--- src/design/particle_pool_engine_defines.svh ---
// assertion macros shared by the particle pool engine modules
// expects i_clk and i_rst_n in the scope where a macro is used
`ifndef PARTICLE_POOL_ENGINE_DEFINES_SVH
`define PARTICLE_POOL_ENGINE_DEFINES_SVH

// condition holds at every clock edge out of reset
`define PPE_ASSERT_ALWAYS(lbl, cond) \
    lbl: assert property (@(posedge i_clk) disable iff (!i_rst_n) (cond)) \
        else $error("ppe: invariant violated");

// pre at one edge implies post at the next
`define PPE_ASSERT_NEXT(lbl, pre, post) \
    lbl: assert property (@(posedge i_clk) disable iff (!i_rst_n) (pre) |=> (post)) \
        else $error("ppe: sequence violated");

`endif

--- src/design/ppe_pkg.sv ---
// shared types, codes and helper functions of the particle pool engine
// no dependencies
package ppe_pkg;

    localparam int POOL_SIZE = 1024;
    localparam int SLOT_W    = $clog2(POOL_SIZE);

    localparam logic [1:0] OP_EMIT = 2'd0;
    localparam logic [1:0] OP_TICK = 2'd1;
    localparam logic [1:0] OP_READ = 2'd2;

    localparam logic [2:0] CFG_VJX    = 3'd0;
    localparam logic [2:0] CFG_VJY    = 3'd1;
    localparam logic [2:0] CFG_SJ     = 3'd2;
    localparam logic [2:0] CFG_SSIZE  = 3'd3;
    localparam logic [2:0] CFG_FSIZE  = 3'd4;
    localparam logic [2:0] CFG_SCOL   = 3'd5;
    localparam logic [2:0] CFG_FCOL   = 3'd6;
    localparam logic [2:0] CFG_LIFE   = 3'd7;

    localparam logic [1:0] OUT_ZERO   = 2'd0;
    localparam logic [1:0] OUT_RANGE  = 2'd1;
    localparam logic [1:0] OUT_RENDER = 2'd2;

    localparam logic [18:0] TWO_PI_Q16 = 19'd411775;
    localparam logic [16:0] FRAC_ONE   = 17'd65536;

    typedef struct packed {
        logic [1:0]         op;
        logic signed [31:0] pos_x;
        logic signed [31:0] pos_y;
        logic signed [31:0] vel_x;
        logic signed [31:0] vel_y;
        logic [30:0]        delta_time;
        logic [15:0]        rnd_rotation;
        logic [15:0]        rnd_vel_x;
        logic [15:0]        rnd_vel_y;
        logic [15:0]        rnd_size;
        logic [9:0]         read_slot;
    } t_in;

    typedef struct packed {
        logic [9:0]         slot_index;
        logic               slot_active;
        logic signed [31:0] out_pos_x;
        logic signed [31:0] out_pos_y;
        logic signed [31:0] out_rotation;
        logic [30:0]        out_size;
        logic [31:0]        out_colour;
    } t_out;

    typedef struct packed {
        logic               live;
        logic signed [31:0] pos_x;
        logic signed [31:0] pos_y;
        logic signed [31:0] vel_x;
        logic signed [31:0] vel_y;
        logic signed [31:0] rot;
        logic signed [31:0] rem;
        logic [30:0]        full;
        logic [30:0]        bsize;
        logic [30:0]        dsize;
        logic [31:0]        bcol;
        logic [31:0]        dcol;
    } t_slot;

    typedef struct packed {
        logic              capture;
        logic              emit_mul;
        logic              emit_wr;
        logic              rd_en;
        logic              tick_issue;
        logic [SLOT_W-1:0] tick_addr;
        logic              div_start;
        logic              mix;
        logic              out_load;
        logic [1:0]        out_mode;
    } t_cmd;

    typedef struct packed {
        logic range_bad;
        logic pipe_busy;
        logic div_busy;
    } t_stat;

    function automatic logic signed [31:0] sat_s32(input logic signed [48:0] v);
        if (v > 49'sd2147483647) begin
            return 32'sh7fffffff;
        end else if (v < -49'sd2147483648) begin
            return 32'sh80000000;
        end
        return v[31:0];
    endfunction

    // span times a centred fraction, floored to q16.16
    function automatic logic signed [31:0] jitter(input logic [30:0] span,
                                                  input logic [15:0] rnd);
        logic signed [15:0] centred;
        logic signed [47:0] p;
        centred = {~rnd[15], rnd[14:0]};
        p = $signed({1'b0, span}) * centred;
        return p[47:16];
    endfunction

endpackage

--- src/design/ppe_ctrl.sv ---
// controller state machine: sequences emit, tick walk and read render
// depends on ppe_pkg and the assertion macros header
`include "particle_pool_engine_defines.svh"
module ppe_ctrl
    import ppe_pkg::*;
(
    input  logic       i_clk,
    input  logic       i_rst_n,
    input  logic       i_start,
    input  logic [1:0] i_op,
    input  t_stat      i_stat,
    output t_cmd       o_cmd,
    output logic       o_busy
);

    localparam logic [3:0] S_IDLE     = 4'd0;
    localparam logic [3:0] S_EM_MUL   = 4'd1;
    localparam logic [3:0] S_EM_WR    = 4'd2;
    localparam logic [3:0] S_RD_ISSUE = 4'd3;
    localparam logic [3:0] S_RD_DATA  = 4'd4;
    localparam logic [3:0] S_DIV      = 4'd5;
    localparam logic [3:0] S_MIX1     = 4'd6;
    localparam logic [3:0] S_MIX2     = 4'd7;
    localparam logic [3:0] S_TICK     = 4'd8;
    localparam logic [3:0] S_DRAIN    = 4'd9;

    logic [3:0]        r_state, n_state;
    logic [SLOT_W-1:0] r_cnt, n_cnt;

    always_comb begin
        n_state = r_state;
        n_cnt   = r_cnt;
        o_cmd   = '0;
        o_cmd.tick_addr = r_cnt;
        unique case (r_state)
            S_IDLE: begin
                if (i_start) begin
                    o_cmd.capture = 1'b1;
                    case (i_op)
                        OP_EMIT: n_state = S_EM_MUL;
                        OP_TICK: n_state = S_TICK;
                        OP_READ: n_state = S_RD_ISSUE;
                        default: begin
                            o_cmd.out_load = 1'b1;
                            o_cmd.out_mode = OUT_ZERO;
                        end
                    endcase
                end
            end
            S_EM_MUL: begin
                o_cmd.emit_mul = 1'b1;
                n_state = S_EM_WR;
            end
            S_EM_WR: begin
                o_cmd.emit_wr = 1'b1;
                n_state = S_RD_ISSUE;
            end
            S_RD_ISSUE: begin
                if (i_stat.range_bad) begin
                    o_cmd.out_load = 1'b1;
                    o_cmd.out_mode = OUT_RANGE;
                    n_state = S_IDLE;
                end else begin
                    o_cmd.rd_en = 1'b1;
                    n_state = S_RD_DATA;
                end
            end
            S_RD_DATA: begin
                o_cmd.div_start = 1'b1;
                n_state = S_DIV;
            end
            S_DIV: begin
                if (!i_stat.div_busy) begin
                    n_state = S_MIX1;
                end
            end
            S_MIX1: begin
                o_cmd.mix = 1'b1;
                n_state = S_MIX2;
            end
            S_MIX2: begin
                o_cmd.out_load = 1'b1;
                o_cmd.out_mode = OUT_RENDER;
                n_state = S_IDLE;
            end
            S_TICK: begin
                o_cmd.tick_issue = 1'b1;
                if (r_cnt == SLOT_W'(POOL_SIZE - 1)) begin
                    n_cnt   = '0;
                    n_state = S_DRAIN;
                end else begin
                    n_cnt = r_cnt + 1'b1;
                end
            end
            S_DRAIN: begin
                if (!i_stat.pipe_busy) begin
                    o_cmd.out_load = 1'b1;
                    o_cmd.out_mode = OUT_ZERO;
                    n_state = S_IDLE;
                end
            end
            default: n_state = S_IDLE;
        endcase
    end

    always_ff @(posedge i_clk) begin
        if (!i_rst_n) begin
            r_state <= S_IDLE;
            r_cnt   <= '0;
        end else begin
            r_state <= n_state;
            r_cnt   <= n_cnt;
        end
    end

    assign o_busy = (r_state != S_IDLE);

    `PPE_ASSERT_NEXT(a_div_to_mix, (r_state == S_DIV) && !i_stat.div_busy, r_state == S_MIX1)
    `PPE_ASSERT_ALWAYS(a_cnt_outside_walk, (r_state == S_TICK) || (r_cnt == '0))

endmodule

--- config.mk ---
export PLATFORM = sky130hd
export DESIGN_NAME = ppe_ctrl
export DESIGN_NICKNAME = d
export VERILOG_FILES = /design/src/design/ppe_pkg.sv /design/src/design/ppe_ctrl.sv
export VERILOG_INCLUDE_DIRS = /design/src /design/src/design
export SDC_FILE = /design/constraint.sdc
export NUM_CORES = 1
export LEC_CHECK = 0
export ABC_AREA = 1
export CAP_MARGIN = 20
export CORE_MARGIN = 4
export CORE_UTILIZATION = 40
export DETAILED_ROUTE_END_ITERATION = 8
export DONT_BUFFER_PORTS = 1
export PLACE_DENSITY = 0.53
export SLEW_MARGIN = 20
export SYNTH_ARGS = -nofsm -noshare
export SYNTH_HDL_FRONTEND = slang
export SYNTH_SLANG_ARGS = --single-unit
--- constraint.sdc ---
create_clock -name i_clk -period 4.1 [get_ports i_clk]
set_input_delay 0.82 -clock i_clk [delete_from_list [all_inputs] [get_ports i_clk]]
set_output_delay 0.82 -clock i_clk [all_outputs]
set_load 0.005 [all_outputs]
==> results of run 1 <==
==> through the flow <==
| step | instances | hold WS, ns | cell area (um2) | setup slack, ns | power [mW] |
|---|---|---|---|---|---|
| 6_report | 165 | 0.518 | 976 | 1.89 | 0.567 |
| 5_1_grt | 165 | 0.556 | 976 | 1.71 | 0.625 |
| 4_1_cts | 165 | 0.518 | 976 | 1.88 | 0.574 |
| 3_5_place_dp | 161 | 0.506 | 940 | 2.04 | 0.472 |
| 3_3_place_gp | 161 | 0.501 | 940 | 2.02 | 0.474 |
| 2_1_floorplan | 134 | 0.485 | 906 | 2.11 | 0.421 |
==> area by class of cell <==
cell class	instances	share of cell area (%)
Sequential cell	14	28.7
Tap cell	27	3.46
Multi-Input combinational cell	100	55.4
Inverter	20	8.72
Clock buffer	4	3.72
==> sequential cells by signal, summed over array words and instances (netlist names) <==
signal / cells
r_cnt: 10
r_state: 4
==> path summary, 6_finish.rpt <==
| path | slack [ns] | endpoint | from | depth (start not counted) |
|---|---|---|---|---|
| worst min-delay path | 0.52 | r_cnt[7] | r_cnt[7] | 2 |
| worst max-delay path | 1.89 | o_cmd[2] | r_state[1] | 5 |
| worst min register to register | 0.52 | r_cnt[7] | r_cnt[7] | 2 |
| worst max register to register | 2.49 | r_cnt[3] | r_cnt[0] | 6 |
==> layer usage <==
| metal | track usage, % | vias up | part of all wire, % |
|---|---|---|---|
| met3 | 6.50 | 2 | 8.2 |
| met1 | 19.6 | 362 | 49 |
| met2 | 20.8 | 22 | 42 |
| li1 | - | 435 | - |
| met5 | 0 | - | 0 |
| met4 | 2.08 | 0 | 0.41 |
==> cells in the final DEF (no fill, tap or decap), types with 3 or more instances in the layout <==
master    instances
nor2_4            3
nor2_1           25
nor2_2            3
clkbuf_4          3
nand2_4           3
o21ai_0           3
nand3_1           9
xor2_1            5
nor3_1            3
nand2_1          28
nand2_2           3
dfxtp_1          14
inv_1            16
==> worst register-to-register path: stages (launching register included) <==
cell	delay, ns
dfxtp_1	0.41
ha_1	0.21
nand2_2	0.07
nor2_2	0.22
nand3_2	0.13
o21ai_0	0.36
nor2_1	0.09
==> kinds of logic (layout without fill, tap and decap cells) <==
family | Yosys count | in the layout
AO/OA/AOI/OAI | 14 | 14
flip-flops | 14 | 14
AND/OR/NAND/NOR | 80 | 80
XOR/XNOR | 5 | 5
buffers and inverters | 20 | 24
adder cells (fa/ha/maj) | 1 | 1
==> power by group <==
| group | internal [mW] | switching [mW] |
|---|---|---|
| logic | 0.0934 | 0.188 |
| registers | 0.156 | 0.0294 |
| clock network | 0.0541 | 0.0462 |
| total | 0.303 | 0.263 |
==> flow_metrics.env, run 1 <==
export IMPL_status="finished, final reports clean"
export IMPL_cts_tree="done"
export IMPL_cp_top_family="simple AND/OR/NAND/NOR gates"
export IMPL_arrival_ns=1.39
export IMPL_finalCriticalPeriod_ns=2.21
export IMPL_synth_area_leaders="dfxtp_1 31%, nand2_1 12%, nor2_1 10%, inv_1 6.6%, nand3_1 5.0%"
export IMPL_drt_pass1_iter_count=4
export IMPL_hold_viol=0
export IMPL_synthMuxAreaShare_pct=0
export IMPL_fin_skew_ns=0.00108
export IMPL_critPathMaxFanout=6
export IMPL_drv_cap=0
export IMPL_synth_most_common_cell="nand2_1"
export IMPL_grt_pass1_wl_um=3610
export IMPL_path_cells="nor2_4 > nand2_4 > nor2_1 > a31oi_1 > o211ai_1"
export IMPL_port_buffers=0
export IMPL_rsz0062_at_grt="false"
export IMPL_dp_hpwl_um=1580
export IMPL_yosys_warnings=0
export IMPL_numCtsBuffers=3
export IMPL_drive_above_1_share_pct=18.1
export IMPL_synth_nets=143
export IMPL_via_per_inst=4.98
export IMPL_rows=16
export IMPL_crit_slowest_cell="dfxtp_1"
export IMPL_end_kind="output pin"
export IMPL_fin_util_pct=47.3
export IMPL_synth_top_area_share_pct=30.9
export IMPL_cts_sinks=14
export IMPL_netlist_area_um2=906
export IMPL_core_area_um2=2060
export IMPL_ctsHoldBuffers=0
export IMPL_final_nets=148
export IMPL_vias=821
export IMPL_power_leakage_nw=0.416
export IMPL_worstSetupStartpointType="register"
export IMPL_synth_xor_area_share_pct=4.83
export IMPL_seq_area_um2=280
export IMPL_synthAdderAreaFrac_pct=1.38
export IMPL_detail_route_wl_per_cell_um=11.9
export IMPL_antenna_found_initial=0
export IMPL_path_class="register to output pin"
export IMPL_netlist_instances=134
export IMPL_wirelength_um=1970
export IMPL_yosysUniqueCellTypes=26
export IMPL_hold_class="register to register"
export IMPL_place_congestion=0.786
export IMPL_p_per_area_nw_per_um2=581
export IMPL_nFillCells=219
export IMPL_grt_pass1_vias=801
export IMPL_critPathBufInv=0
export IMPL_clock_root_buffer="clkbuf_4"
export IMPL_setup_viol=0
export IMPL_fin_setup_tns_ns=0
export IMPL_cts_resized_gates=0
export IMPL_ys_top_cells_by_count="28 x nand2_1, 25 x nor2_1, 16 x inv_1"
export IMPL_syn_to_final_growth_pct=7.73
export IMPL_first_iter_violations=25
export IMPL_clk_latency_ns=0.28
export IMPL_n_antenna_cell=0
export IMPL_postRouteAntennaNets=0
export IMPL_crit_path_max_incr_delay_ns=0.38
export IMPL_synthArstFlopShare_pct=0
export IMPL_fp_dieW_um=55.6
export IMPL_grt_total_usage_pct=14.3
export IMPL_required_ns=3.28
export IMPL_yosys_register_bits=14
export IMPL_synth_top_family_by_area="simple AND/OR/NAND/NOR gates"
export IMPL_drt_drc_violations_left=0
export IMPL_cts_buffer_depth=2
export IMPL_yosysTopAreaCell="dfxtp_1"
export IMPL_max_clock_freq_mhz=452
export IMPL_ys_seq_area_share_pct=30.9
export IMPL_synth_compound_area_share_pct=10.4
export IMPL_h_tree_depth=1
export IMPL_multi_input_area_um2=541
export IMPL_worstMarginPinSlew_ns=0.388
export IMPL_peakVddDrop_uv=305
export IMPL_dieHeight_um=55.6
export IMPL_fin_crit_sh_pct=53.9
export IMPL_drv_slew=0
export IMPL_synth_area_per_cell_um2=6.76
export IMPL_clk_pin_slew_worst_paths_ns=0.08
export IMPL_max_slew_margin_pct=73.9
export IMPL_overflow=0
export IMPL_initial_core_util_pct=43.9
export IMPL_synth_simple_area_share_pct=43.1
export IMPL_die_area_um2=3090
export IMPL_post_cts_setup_buffers=0
export IMPL_synth_edff_count=0
export IMPL_grt_max_degree=10
export IMPL_io_pins=29
export IMPL_ys_flop_type="dfxtp_1"
No activity file was read; power rests on OpenSTA's default activity.
==> run 2: changes to the inputs <==
--- a/config.mk
+++ b/config.mk
@@ -6,7 +6,7 @@
 export SDC_FILE = /design/constraint.sdc
 export NUM_CORES = 1
 export LEC_CHECK = 0
-export ABC_AREA = 1
+export ABC_AREA = 0
 export CAP_MARGIN = 20
 export CORE_MARGIN = 4
 export CORE_UTILIZATION = 40
==> constraint.sdc (replaced) <==
create_clock -name i_clk -period 2.2 [get_ports i_clk]
set_input_delay 0.44 -clock i_clk [delete_from_list [all_inputs] [get_ports i_clk]]
set_output_delay 0.44 -clock i_clk [all_outputs]
set_load 0.005 [all_outputs]
==> flow_metrics.env, run 2 <==
export IMPL_status="finished, final reports clean"
export IMPL_synth_top_area_share_pct=31.3
export IMPL_arrival_ns=1.68
export IMPL_numCtsBuffers=3
export IMPL_final_cell_mix="14 x dfxtp_1, 9 x nand2_1, 8 x inv_1"
export IMPL_synth_area_leaders="dfxtp_1 31%, or4_1 5.0%, nor4_1 4.2%, o31ai_1 4.2%, nand2_1 3.8%"
export IMPL_clock_root_buffer="clkbuf_4"
export IMPL_final_cell_area_um2=982
export IMPL_p_per_area_nw_per_um2=853
export IMPL_rsz0062_at_grt="false"
export IMPL_hold_start="i_rst_n"
export IMPL_max_clock_freq_mhz=473
export IMPL_detail_route_wl_per_cell_um=15.6
export IMPL_worstMarginPinSlew_ns=0.352
export IMPL_fin_setup_tns_ns=0
export IMPL_power_leakage_nw=0.353
export IMPL_place_congestion=0.721
export IMPL_path_class="register to output pin"
export IMPL_cts_sinks=14
export IMPL_nFillCells=227
export IMPL_worstSetupStartpointType="register"
export IMPL_h_tree_depth=1
export IMPL_grt_pass1_wl_um=3660
export IMPL_setup_viol=0
export IMPL_port_buffers=0
export IMPL_synth_nets=125
export IMPL_synth_edff_count=0
export IMPL_reg_top3="r_cnt (10), r_state (4)"
export IMPL_grt_total_usage_pct=14.4
export IMPL_grt_pass1_vias=773
export IMPL_critPathMaxFanout=12
export IMPL_drive_above_1_share_pct=11.9
export IMPL_postRouteAntennaNets=0
export IMPL_netlist_area_um2=895
export IMPL_top_register="r_cnt"
export IMPL_cts_tree="done"
export IMPL_holdWs_ns=0.300
export IMPL_yosys_warnings=0
export IMPL_max_slew_margin_pct=75.9
export IMPL_syn_to_final_growth_pct=9.79
export IMPL_place_inst=141
export IMPL_cts_buffer_depth=2
export IMPL_vias=895
export IMPL_drv_cap=0
export IMPL_peakVddDrop_uv=366
export IMPL_netlist_instances=116
export IMPL_end_kind="output pin"
export IMPL_final_common_cell="dfxtp_1"
export IMPL_core_area_um2=2040
export IMPL_drt_pass1_iter_count=4
export IMPL_clk_latency_ns=0.28
export IMPL_via_per_inst=6.17
export IMPL_fp_dieW_um=55.3
export IMPL_die_area_um2=3060
export IMPL_n_antenna_cell=0
export IMPL_yosysUniqueCellTypes=36
export IMPL_synthArstFlopShare_pct=0
export IMPL_wirelength_um=2260
export IMPL_grt_max_degree=19
export IMPL_yosysTopAreaCell="dfxtp_1"
export IMPL_drv_slew=0
export IMPL_final_nets=128
export IMPL_rows=16
export IMPL_finalPower_mw=0.838
export IMPL_largest_register_ffs=10
export IMPL_fin_skew_ns=0.00605
export IMPL_dp_hpwl_um=1640
export IMPL_critPathLaunch="r_state[1]"
export IMPL_place_area_um2=935
export IMPL_synth_area_per_cell_um2=7.71
export IMPL_first_iter_violations=21
export IMPL_drt_drc_violations_left=0
export IMPL_r2r_start="r_state[1]"
export IMPL_hold_viol=0
export IMPL_io_pins=29
export IMPL_fin_crit_sh_pct=96.2
export IMPL_ys_flop_type="dfxtp_1"
export IMPL_ys_seq_area_share_pct=31.3
export IMPL_initial_core_util_pct=43.8
export IMPL_synth_most_common_cell="dfxtp_1"
export IMPL_final_cells=145
export IMPL_finalCriticalPeriod_ns=2.12
export IMPL_clk_pin_slew_worst_paths_ns=0.08
export IMPL_ys_top_cells_by_count="14 x dfxtp_1, 9 x nand2_1, 8 x inv_1"
export IMPL_dieHeight_um=55.3
export IMPL_ctsHoldBuffers=0
export IMPL_required_ns=1.76
export IMPL_yosys_register_bits=14
export IMPL_overflow=0
export IMPL_antenna_found_initial=0
export IMPL_hold_class="input pin to register"
[run 2: stage by stage]
stage          utilization (%)  worst slack, ns
4_1_cts                   47.5           0.0322
5_1_grt                   48.1          0.00138
2_1_floorplan                -            0.380
6_report                  48.1           0.0841
3_5_place_dp              45.8            0.335
3_3_place_gp              45.8            0.351
[run 2: critical path: stages, from the launching register on]
cell and delay (ns):
dfxtp_1 0.31, buf_4 0.17, or4b_2 0.68, o21ai_2 0.08
a32o_2 0.16
[run 2: worst paths after layout]
path	endpoint	slack, ns	cells past startpoint
worst min-delay path	r_cnt[8]	0.30	2
worst min register to register	r_cnt[9]	0.51	2
worst max-delay path	o_cmd[2]	0.08	4
worst max register to register	r_cnt[5]	0.31	4
[run 2: where the power goes]
group          total [mW]  internal, mW  switching, mW
Clock               0.187         0.101         0.0858
Combinational       0.336         0.136          0.200
Sequential          0.315         0.285         0.0296
Total               0.838         0.522          0.315
[run 2: final cells by class]
| class | instances | area, um2 | share of cell area, % |
|---|---|---|---|
| multi-input combinational | 86 | 557 | 56.7 |
| sequential | 14 | 280 | 28.5 |
| timing repair buffer | 6 | 45.0 | 4.59 |
| clock buffer | 4 | 36.3 | 3.69 |
| tap | 27 | 33.8 | 3.44 |
| inverter | 8 | 30.0 | 3.06 |
[run 2: logic make-up after synthesis]
| kind of cell | Yosys count | share of synthesized area [%] |
|---|---|---|
| AO/OA/AOI/OAI | 30 | 23.2 |
| XOR/XNOR | 1 | 0.979 |
| adder cells (fa/ha/maj) | 1 | 1.40 |
| buffers and inverters | 16 | 7.69 |
| flip-flops | 14 | 31.3 |
| multiplexers | 2 | 2.24 |
| AND/OR/NAND/NOR | 52 | 33.1 |
[run 2: layer usage]
metal  share of wire (%)  global-route usage, %  wire length [um]  vias to the layer above
li1                    -                      -                 -                      448
met3                 9.2                   7.46               209                        0
met2                  44                   20.9               987                       30
met1                  47                   19.3              1060                      417
met5                   0                      0                 0                        -
met4                   0                   2.08                 0                        0
[run 2: timing repair]
| action | CTS | global route |
|---|---|---|
| setup endpoints to repair | 0 | 1 |
| resized for setup | 0 | 4 |
| setup buffers | 0 | 0 |
==> run 3: changes to the inputs <==
--- a/config.mk
+++ b/config.mk
@@ -12,7 +12,7 @@
 export CORE_UTILIZATION = 40
 export DETAILED_ROUTE_END_ITERATION = 8
 export DONT_BUFFER_PORTS = 1
-export PLACE_DENSITY = 0.53
+export PLACE_DENSITY = 0.55
 export SLEW_MARGIN = 20
 export SYNTH_ARGS = -nofsm -noshare
 export SYNTH_HDL_FRONTEND = slang
==> constraint.sdc (replaced) <==
create_clock -name i_clk -period 1.7 [get_ports i_clk]
set_input_delay 0.34 -clock i_clk [delete_from_list [all_inputs] [get_ports i_clk]]
set_output_delay 0.34 -clock i_clk [all_outputs]
set_load 0.005 [all_outputs]
==> flow_metrics.env, run 3 (synthesis results as in run 2) <==
export IMPL_status="finished with violations"
export IMPL_violations="setup timing"
export IMPL_cts_tree="done"
export IMPL_end_kind="register"
export IMPL_comb_power_share_pct=55.1
export IMPL_path_cells="or4b_4 > buf_8 > or4_4 > a211oi_2"
export IMPL_n_antenna_cell=0
export IMPL_grt_max_degree=18
export IMPL_reg_top3="r_cnt (10), r_state (4)"
export IMPL_fin_skew_ns=0.00430
export IMPL_clk_pin_slew_worst_paths_ns=0.09
export IMPL_max_clock_freq_mhz=550
export IMPL_path_class="register to register"
export IMPL_grt_pass1_vias=875
export IMPL_sw_frac_of_total_pct=35.0
export IMPL_fin_setup_tns_ns=-0.425
export IMPL_via_per_inst=6.18
export IMPL_numCtsBuffers=3
export IMPL_drv_slew=0
export IMPL_cts_sinks=14
export IMPL_dieHeight_um=55.3
export IMPL_p_int_mw=0.955
export IMPL_layout_setup_ws_ns=-0.117
export IMPL_syn_to_final_growth_pct=43.2
export IMPL_worstMarginPinSlew_ns=0.398
export IMPL_rsz0062_at_grt="true"
export IMPL_grt_pass1_wl_um=4180
export IMPL_antenna_found_initial=0
export IMPL_fin_crit_sh_pct=107
export IMPL_initial_core_util_pct=43.8
export IMPL_p_per_area_nw_per_um2=1150
export IMPL_place_congestion=0.746
export IMPL_port_buffers=0
export IMPL_critPathMaxFanout=7
export IMPL_finalCriticalPeriod_ns=1.82
export IMPL_power_frac_seq_pct=28.3
export IMPL_drive_above_1_share_pct=36.3
export IMPL_h_tree_depth=1
export IMPL_required_ns=1.91
export IMPL_core_area_um2=2040
export IMPL_final_nets=145
export IMPL_p_switching_mw=0.513
export IMPL_arrival_ns=2.03
export IMPL_pre_cts_slack_ns=-0.115
export IMPL_crit_path_max_incr_delay_ns=0.57
export IMPL_top_register="r_cnt"
export IMPL_dp_hpwl_um=1790
export IMPL_nFillCells=186
export IMPL_rows=16
export IMPL_peakVddDrop_uv=565
export IMPL_fp_dieW_um=55.3
export IMPL_detail_route_wl_per_cell_um=16.5
export IMPL_drt_pass1_iter_count=4
export IMPL_power_leakage_nw=0.502
export IMPL_multi_input_area_um2=639
export IMPL_max_slew_margin_pct=73.4
export IMPL_overflow=0
export IMPL_drt_drc_violations_left=0
export IMPL_vias=1001
export IMPL_p_clk_share_pct=16.6
export IMPL_final_cell_area_um2=1280
export IMPL_place_area_um2=1040
export IMPL_die_area_um2=3060
export IMPL_first_iter_violations=35
export IMPL_final_cell_mix="11 x buf_4, 11 x dfxtp_1, 9 x nand2_1"
export IMPL_clock_root_buffer="clkbuf_4"
export IMPL_seq_area_um2=284
export IMPL_hold_class="input pin to register"
export IMPL_postRouteAntennaNets=0
export IMPL_holdWs_ns=0.195
export IMPL_clk_latency_ns=0.28
export IMPL_worstSetupStartpointType="register"
export IMPL_setup_viol=6
export IMPL_io_pins=29
export IMPL_grt_total_usage_pct=16.6
export IMPL_wirelength_um=2680
export IMPL_finalPower_mw=1.47
export IMPL_hold_viol=0
export IMPL_crit_slowest_cell="or4b_4"
export IMPL_cts_buffer_depth=2
export IMPL_drv_cap=0
export IMPL_largest_register_ffs=10
==> run 3: critical path: cells and delay by family (launching register included) <==
| kind | cells | cell delay, ns |
|---|---|---|
| simple gates | 2 | 1.08 |
| compound gates | 1 | 0.17 |
| buf+inv | 1 | 0.16 |
| flops | 1 | 0.34 |
==> run 3: layout make-up <==
type	instances	share of cell area [%]
Clock buffer	4	2.83
Inverter	8	2.54
Timing Repair Buffer	23	19.9
Tap cell	27	2.64
Multi-Input combinational cell	86	49.9
Sequential cell	14	22.2
==> run 3: final timing paths <==
kind | endpoint | startpoint | slack, ns | depth (start not counted)
min reg2reg | r_cnt[9] | r_cnt[9] | 0.53 | 2
min | r_cnt[8] | i_rst_n | 0.20 | 2
max reg2reg | r_cnt[9] | r_state[2] | -0.12 | 4
max | r_cnt[9] | r_state[2] | -0.12 | 4
==> run 3: power by group through the flow <==
| stage | Sequential, mW | Combinational [mW] | Clock, mW |
|---|---|---|---|
| final | 0.415 | 0.809 | 0.243 |
| after global routing | 0.422 | 0.860 | 0.267 |
| after CTS | 0.411 | 0.716 | 0.249 |
| after detailed placement | 0.415 | 0.527 | 0 |
| after global placement | 0.412 | 0.523 | 0 |
| after floorplan | 0.411 | 0.338 | 0 |
==> run 3: through the flow <==
stage,instances,util (%)
global placement,153,50.9
finish,162,62.7
CTS,160,57.7
detailed placement,153,50.9
floorplan,116,-
global route,162,62.7
==> run 3: metal layers <==
layer	wire length (um)	share of wire (%)	track usage, %
met4	10	0.37	2.08
met5	0	0	0
met1	1200	45	21.5
met3	192	7.2	7.46
met2	1280	48	26.0
==> run 3: what timing repair did <==
item,CTS,global route
setup buffers,2,2
pin swaps,8,14
hold buffers,0,0
endpoints found under the setup margin,13,15
resized for setup,16,23
gates cloned,1,1
